--- config.mk ---
export PLATFORM = sky130hd
export DESIGN_NAME = prefix_varint_decoder_core
export DESIGN_NICKNAME = d
export VERILOG_FILES = /design/src/design/pvd_pkg.sv /design/src/design/pvd_gather.sv /design/src/design/pvd_emit.sv /design/src/design/prefix_varint_decoder_core.sv
export SDC_FILE = /design/constraint.sdc
export NUM_CORES = 1
export LEC_CHECK = 0
export ABC_AREA = 1
export BUFFER_PORTS_ARGS = -buffer_cell sky130_fd_sc_hd__buf_4
export CORE_MARGIN = 8
export CORE_UTILIZATION = 45
export DETAILED_ROUTE_END_ITERATION = 7
export MAX_ROUTING_LAYER = met4
export PLACE_DENSITY = 0.68
export SYNTH_ARGS = -nofsm -noshare
export SYNTH_HDL_FRONTEND = slang
export SYNTH_HIERARCHICAL = 1
export SYNTH_SLANG_ARGS = --single-unit
--- constraint.sdc ---
create_clock -name i_clk -period 13.8 [get_ports i_clk]
set_input_delay 2.07 -clock i_clk [delete_from_list [all_inputs] [get_ports i_clk]]
set_output_delay 2.07 -clock i_clk [all_outputs]
set_load 0.02 [all_outputs]
--- src/design/pvd_pkg.sv ---
`default_nettype none

package pvd_pkg;

    localparam int WordBits  = 64;
    localparam int ByteBits  = 8;
    localparam int ExtraBits = 3;

    // configuration register indexes
    localparam logic CfgSignedMode = 1'b0;
    localparam logic CfgWideMode   = 1'b1;

    // one complete integer handed from the byte gatherer to the result stage
    typedef struct packed {
        logic                   valid;
        logic [WordBits-1:0]    raw;
        logic [ExtraBits-1:0]   extra;
    } t_fin;

    // trailing zero count of the lead byte; a zero byte counts as 0
    function automatic logic [ExtraBits-1:0] low_zeros(input logic [ByteBits-1:0] b);
        logic [ExtraBits-1:0] n;
        n = '0;
        for (int k = ByteBits - 1; k >= 0; k--) begin
            if (b[k]) begin
                n = ExtraBits'(k);
            end
        end
        return n;
    endfunction

endpackage

`default_nettype wire

--- src/design/pvd_gather.sv ---
`default_nettype none

module pvd_gather
    import pvd_pkg::*;
#(
    parameter int MAX_BYTES = 8
) (
    input  wire logic                i_clk,
    input  wire logic                i_rst_n,
    input  wire logic                i_accept,
    input  wire logic [ByteBits-1:0] i_byte,
    output t_fin                     o_fin
);

    localparam int GathBits = MAX_BYTES * ByteBits;

    logic [GathBits-1:0]  r_gath, n_gath;
    logic [ExtraBits-1:0] r_rem, n_rem;
    logic [ExtraBits-1:0] r_extra, n_extra;
    logic [ExtraBits-1:0] r_taken, n_taken;

    logic [GathBits-1:0]  merged;
    logic [ExtraBits-1:0] lead_extra;

    always_comb begin
        merged = r_gath;
        // slot 0 holds the lead byte; slots past the buffer are dropped
        for (int k = 1; k < MAX_BYTES; k++) begin
            if (r_taken == ExtraBits'(k - 1)) begin
                merged[k*ByteBits +: ByteBits] = i_byte;
            end
        end
    end

    assign lead_extra = low_zeros(i_byte);

    always_comb begin
        n_gath    = r_gath;
        n_rem     = r_rem;
        n_extra   = r_extra;
        n_taken   = r_taken;
        o_fin     = '0;
        if (i_accept) begin
            if (r_rem == '0) begin
                n_gath               = '0;
                n_gath[ByteBits-1:0] = i_byte;
                n_extra              = lead_extra;
                n_taken              = '0;
                n_rem                = lead_extra;
                // a single byte item, zero markers included, ends at once
                if (lead_extra == '0) begin
                    o_fin.valid = 1'b1;
                    o_fin.raw   = WordBits'(i_byte);
                    o_fin.extra = '0;
                end
            end else begin
                n_gath  = merged;
                n_taken = r_taken + ExtraBits'(1);
                n_rem   = r_rem - ExtraBits'(1);
                if (r_rem == ExtraBits'(1)) begin
                    o_fin.valid = 1'b1;
                    o_fin.raw   = WordBits'(merged);
                    o_fin.extra = r_extra;
                end
            end
        end
    end

    always_ff @(posedge i_clk) begin
        if (!i_rst_n) begin
            r_rem   <= '0;
            r_extra <= '0;
            r_taken <= '0;
        end else begin
            r_rem   <= n_rem;
            r_extra <= n_extra;
            r_taken <= n_taken;
        end
    end

    always_ff @(posedge i_clk) begin
        r_gath <= n_gath;
    end

    a_rem_bound: assert property (@(posedge i_clk) disable iff (!i_rst_n)
        r_rem <= r_extra)
        else $error("remaining byte count above extra count");

    a_count_sum: assert property (@(posedge i_clk) disable iff (!i_rst_n)
        r_rem != '0 |-> (r_taken + r_rem) == r_extra)
        else $error("taken plus remaining does not match extra count");

    a_fin_end: assert property (@(posedge i_clk) disable iff (!i_rst_n)
        o_fin.valid |=> r_rem == '0)
        else $error("integer finished but bytes still expected");

endmodule

`default_nettype wire

--- src/design/pvd_emit.sv ---
`default_nettype none

module pvd_emit
    import pvd_pkg::*;
#(
    parameter int MAX_BYTES = 8
) (
    input  wire logic                i_clk,
    input  wire logic                i_rst_n,
    input  wire logic                i_load,
    input  t_fin                     i_fin,
    input  wire logic                i_signed_mode,
    input  wire logic                i_wide_mode,
    output logic                     o_valid,
    output logic [WordBits-1:0]      o_value_bits,
    output logic                     o_malformed
);

    localparam logic [ExtraBits:0] MaxBytes = (ExtraBits + 1)'(MAX_BYTES);

    logic                   r_valid;
    logic [WordBits-1:0]    r_value;
    logic                   r_malformed;

    logic                   bad;
    logic [WordBits-1:0]    raw;
    logic [WordBits-1:0]    shifted;
    logic [WordBits-1:0]    ext_mask;
    logic                   sign_bit;
    logic [WordBits-1:0]    n_value;
    logic [ExtraBits:0]     len;

    always_comb begin
        len      = {1'b0, i_fin.extra} + (ExtraBits + 1)'(1);
        bad      = (len > MaxBytes) || (!i_wide_mode && i_fin.extra > ExtraBits'(3));
        raw      = i_fin.raw;
        if (!i_wide_mode) begin
            raw[WordBits-1:32] = '0;
        end
        shifted  = raw >> len;
        sign_bit = 1'b0;
        ext_mask = '0;
        // payload is 7 bits per byte; sign sits at its top bit
        for (int k = 0; k < (1 << ExtraBits); k++) begin
            if (i_fin.extra == ExtraBits'(k)) begin
                sign_bit = shifted[7*k+6];
                ext_mask = ~(WordBits'(0)) << (7*(k+1));
            end
        end
        n_value = shifted;
        if (i_signed_mode && sign_bit) begin
            n_value = n_value | ext_mask;
        end
        if (!i_wide_mode) begin
            n_value[WordBits-1:32] = '0;
        end
        if (bad) begin
            n_value = '0;
        end
    end

    always_ff @(posedge i_clk) begin
        if (!i_rst_n) begin
            r_valid <= 1'b0;
        end else if (i_load) begin
            r_valid <= i_fin.valid;
        end
    end

    always_ff @(posedge i_clk) begin
        if (i_load && i_fin.valid) begin
            r_value     <= n_value;
            r_malformed <= bad;
        end
    end

    assign o_valid      = r_valid;
    assign o_value_bits = r_value;
    assign o_malformed  = r_malformed;

endmodule

`default_nettype wire

--- src/design/prefix_varint_decoder_core.sv ---
// Channel   Valid         Stall         Payload
// input     i_in_valid    o_in_stall    i_in_byte
// result    o_out_valid   i_out_stall   o_value_bits, o_malformed
// config    i_cfg_we      -             i_cfg_index, i_cfg_data
//
// One input byte is taken per cycle unless the input is stalled; an integer
// of n bytes gives its result in the cycle after its last byte is taken,
// registered in the result stage. The byte gatherer and the result register
// run in one pass, so throughput is one byte per clock while unstalled.
// Synchronous active-low reset clears the counters, the result valid and the
// modes (signed off, 64-bit words on).
// A held result that is stalled blocks new bytes; otherwise bytes keep
// flowing while the result register drains.
`default_nettype none

module prefix_varint_decoder_core
    import pvd_pkg::*;
#(
    parameter int MAX_BYTES = 8
) (
    input  wire logic                i_clk,
    input  wire logic                i_rst_n,
    input  wire logic                i_in_valid,
    output logic                     o_in_stall,
    input  wire logic [ByteBits-1:0] i_in_byte,
    output logic                     o_out_valid,
    input  wire logic                i_out_stall,
    output logic [WordBits-1:0]      o_value_bits,
    output logic                     o_malformed,
    input  wire logic                i_cfg_we,
    input  wire logic                i_cfg_index,
    input  wire logic                i_cfg_data
);

    logic r_signed_mode;
    logic r_wide_mode;
    logic load;
    logic in_accept;
    t_fin fin;

    always_ff @(posedge i_clk) begin
        if (!i_rst_n) begin
            r_signed_mode <= 1'b0;
            r_wide_mode   <= 1'b1;
        end else if (i_cfg_we) begin
            unique case (i_cfg_index)
                CfgSignedMode: r_signed_mode <= i_cfg_data;
                CfgWideMode:   r_wide_mode   <= i_cfg_data;
                default: ;
            endcase
        end
    end

    assign load       = !(o_out_valid && i_out_stall);
    assign o_in_stall = !load;
    assign in_accept  = i_in_valid && load;

    pvd_gather #(
        .MAX_BYTES (MAX_BYTES)
    ) u_gather (
        .i_clk    (i_clk),
        .i_rst_n  (i_rst_n),
        .i_accept (in_accept),
        .i_byte   (i_in_byte),
        .o_fin    (fin)
    );

    pvd_emit #(
        .MAX_BYTES (MAX_BYTES)
    ) u_emit (
        .i_clk         (i_clk),
        .i_rst_n       (i_rst_n),
        .i_load        (load),
        .i_fin         (fin),
        .i_signed_mode (r_signed_mode),
        .i_wide_mode   (r_wide_mode),
        .o_valid       (o_out_valid),
        .o_value_bits  (o_value_bits),
        .o_malformed   (o_malformed)
    );

    a_bad_zero: assert property (@(posedge i_clk) disable iff (!i_rst_n)
        o_out_valid && o_malformed |-> o_value_bits == '0)
        else $error("malformed result carries a nonzero value");

    a_narrow_top: assert property (@(posedge i_clk) disable iff (!i_rst_n)
        o_out_valid && !r_wide_mode |-> o_value_bits[WordBits-1:32] == '0)
        else $error("32-bit result has upper bits set");

    a_no_overrun: assert property (@(posedge i_clk) disable iff (!i_rst_n)
        o_out_valid && i_out_stall |=> o_out_valid)
        else $error("stalled result dropped");

endmodule

`default_nettype wire

==> flow_summary.yaml <==
outcome:
  status: "finished, final reports clean"
timing:
  worst_slew_pin_slew_ns: 0.9844
  hold_viol: 0
  fmax_mhz: 153.4
  rsz0062_at_grt: "false"
  fin_skew_ns: 0.006209
  fin_tns_setup_ns: 0
  period_minus_slack_ns: 6.517
  finalMaxSlewViolations: 0
  timing.final.ws_setup_ns: 7.283
  slew_headroom_pct: 34.28
  setup_violations: 0
  period_share_pct: 47.23
die:
  ios: 82
  start_util_pct: 45.92
  dieHeight_um: 156.9
  fp.coreArea_um2: 19460
  dieArea_um2: 24630
  fp.dieW_um: 156.9
  num_rows: 51
clock_network:
  root_buffer: "clkbuf_16"
  clk_pin_slew_worst_paths_ns: 0.06
  cts_buffers: 17
  tritoncts: "yes"
  clockBufferDepth: 2
  cts-htree-levels: 4
  post_cts_resize_count: 0
  cts.sinks: 140
  cts_setup_buffers: 0
  hold_buffers: 0
  clock_latency_ns: 0.42
route:
  drt-initial-drc-count: 927
  drtPass1Iterations: 5
  routed_wl_um: 23510
  ant_nets: 0
  vias_per_cell: 5.469
  vias: 7990
  drc: 0
  wire_per_inst_um: 16.09
place:
  dp_hpwl_um: 16450
  dp_worst_setup_slack_ns: 6.932
  gp_congestion: 0.8821
  io_buffers: 81
power:
  power_leakage_uw: 0.004185
  p_per_area_nw_per_um2: 146.0
  peakVddDrop_v: 0.00008923
grt:
  grt_max_degree: 72
  grt_use_total_pct: 19.60
  first_global_vias: 7092
  grt_pass1_wl_um: 37460
  antenna_found_initial: 0
  grt_overflow_total: 0
worst_setup_path:
  startpoint_type: "input port"
  crit_fanout: 62
  cp-end-kind: "register"
  cp.required_ns: 13.95
  arrival_ns: 6.67
  path_class: "input port to register"
flow_run:
  max_cap_viol_count: 0
cells_and_area:
  fillers: 1854
  drive_gt1_share_pct: 13.46
  area_growth_pct: 14.62
  layout.nets: 1208
  diodes: 0
yosys:
  synthCells: 1150
  synth_warnings: 6
  synth.net_count: 1175
  syn_area_um2: 8937
  synth.avg_cell_area_um2: 7.772
worst_hold_path:
  hold_path_class: "register to register"
==> layout by cell type, fill, tap and decap left out, types with 3 or more instances in the layout <==
master       n
o22ai_1      3
o21ai_1     12
bufinv_16    4
nand3_2      3
buf_4       91
nand4_1     12
clkbuf_16   17
edfxtp_1   128
nand2_1    253
a21oi_2      7
nor2_4       4
nor2_1     164
o211ai_1     3
nor3_1      60
nand3_1     44
inv_1       75
inv_6        6
nand2_2      5
nor4_1      56
mux2i_1     26
a31oi_1     14
ha_1        10
inv_2       10
dfxtp_1     12
o21ai_0     92
a21oi_1     64
==> power by group <==
part | internal [uW] | leakage (uW) | total (uW) | switching [uW]
Clock | 306 | 0.000309 | 490 | 184
Combinational | 122 | 0.00251 | 401 | 279
Sequential | 580 | 0.00136 | 604 | 23.9
Total | 1010 | 0.00418 | 1500 | 487
==> per-layer routing <==
metal	share of wire (%)	global-route usage [%]
met4	1.7	5.721
met2	43	27.59
met5	0	-
met3	7.2	3.592
met1	48	28.18
==> worst max-delay path, cell delays in order <==
cell and delay (ns):
buf_4 0.11, nand2_1 0.08, inv_1 0.08, nor2_4 0.07, buf_4 0.63, nand3_2 0.14, buf_4 0.37, nor2_4 0.17
buf_4 0.47, clkinv_1 0.44, buf_4 0.42, ha_1 0.32, inv_1 0.12, nand2_1 0.06, nand2_1 0.05, nand2_1 0.04
nand2_1 0.06, nand2_1 0.08, nand2_4 0.20, nand3_1 0.32, nand2_1 0.18, a21oi_1 0.08
==> per-stage QoR <==
stage | hold slack, ns | std cells | area (um2) | total power [uW] | utilization (%)
2_1_floorplan | 0.4295 | 1150 | 8937 | 891.3 | -
5_1_grt | 0.4906 | 1461 | 10240 | 1568 | 52.63
3_3_place_gp | 0.4522 | 1429 | 9610 | 1006 | 49.38
6_report | 0.4659 | 1461 | 10240 | 1495 | 52.63
4_1_cts | 0.4675 | 1461 | 10240 | 1505 | 52.63
3_5_place_dp | 0.4572 | 1429 | 9610 | 1013 | 49.38
==> final cells by class <==
type | count | area [um2] | share of cell area (%)
clock buffers | 17 | 425.4 | 4.153
clock inverters | 15 | 207.7 | 2.028
inverters | 87 | 326.6 | 3.188
multi-input cells | 846 | 4185 | 40.86
flip-flops and latches | 140 | 4084 | 39.87
well taps | 265 | 331.6 | 3.237
repair buffers | 91 | 683.2 | 6.669
==> worst paths after layout <==
kind	startpoint	end	slack (ns)	cells past startpoint
hold reg to reg	u_gather/r_extra[0]	u_gather/r_extra[0]	0.47	2
setup reg to reg	u_emit/o_valid	u_emit/o_value_bits[13]	8.70	21
setup / recovery	i_out_stall	u_emit/o_value_bits[13]	7.28	22
hold / removal	u_gather/r_extra[0]	u_gather/r_extra[0]	0.47	2
==> sequential cells by signal, indices dropped and copies added, names as in the netlist <==
signal,cells
u_gather/r_rem,3
u_emit/o_valid,1
u_emit/o_value_bits,64
u_gather/r_taken,3
u_emit/o_malformed,1
u_gather/r_gath,63
r_signed_mode,1
r_wide_mode,1
u_gather/r_extra,3
No activity file was read; power rests on OpenSTA's default activity.
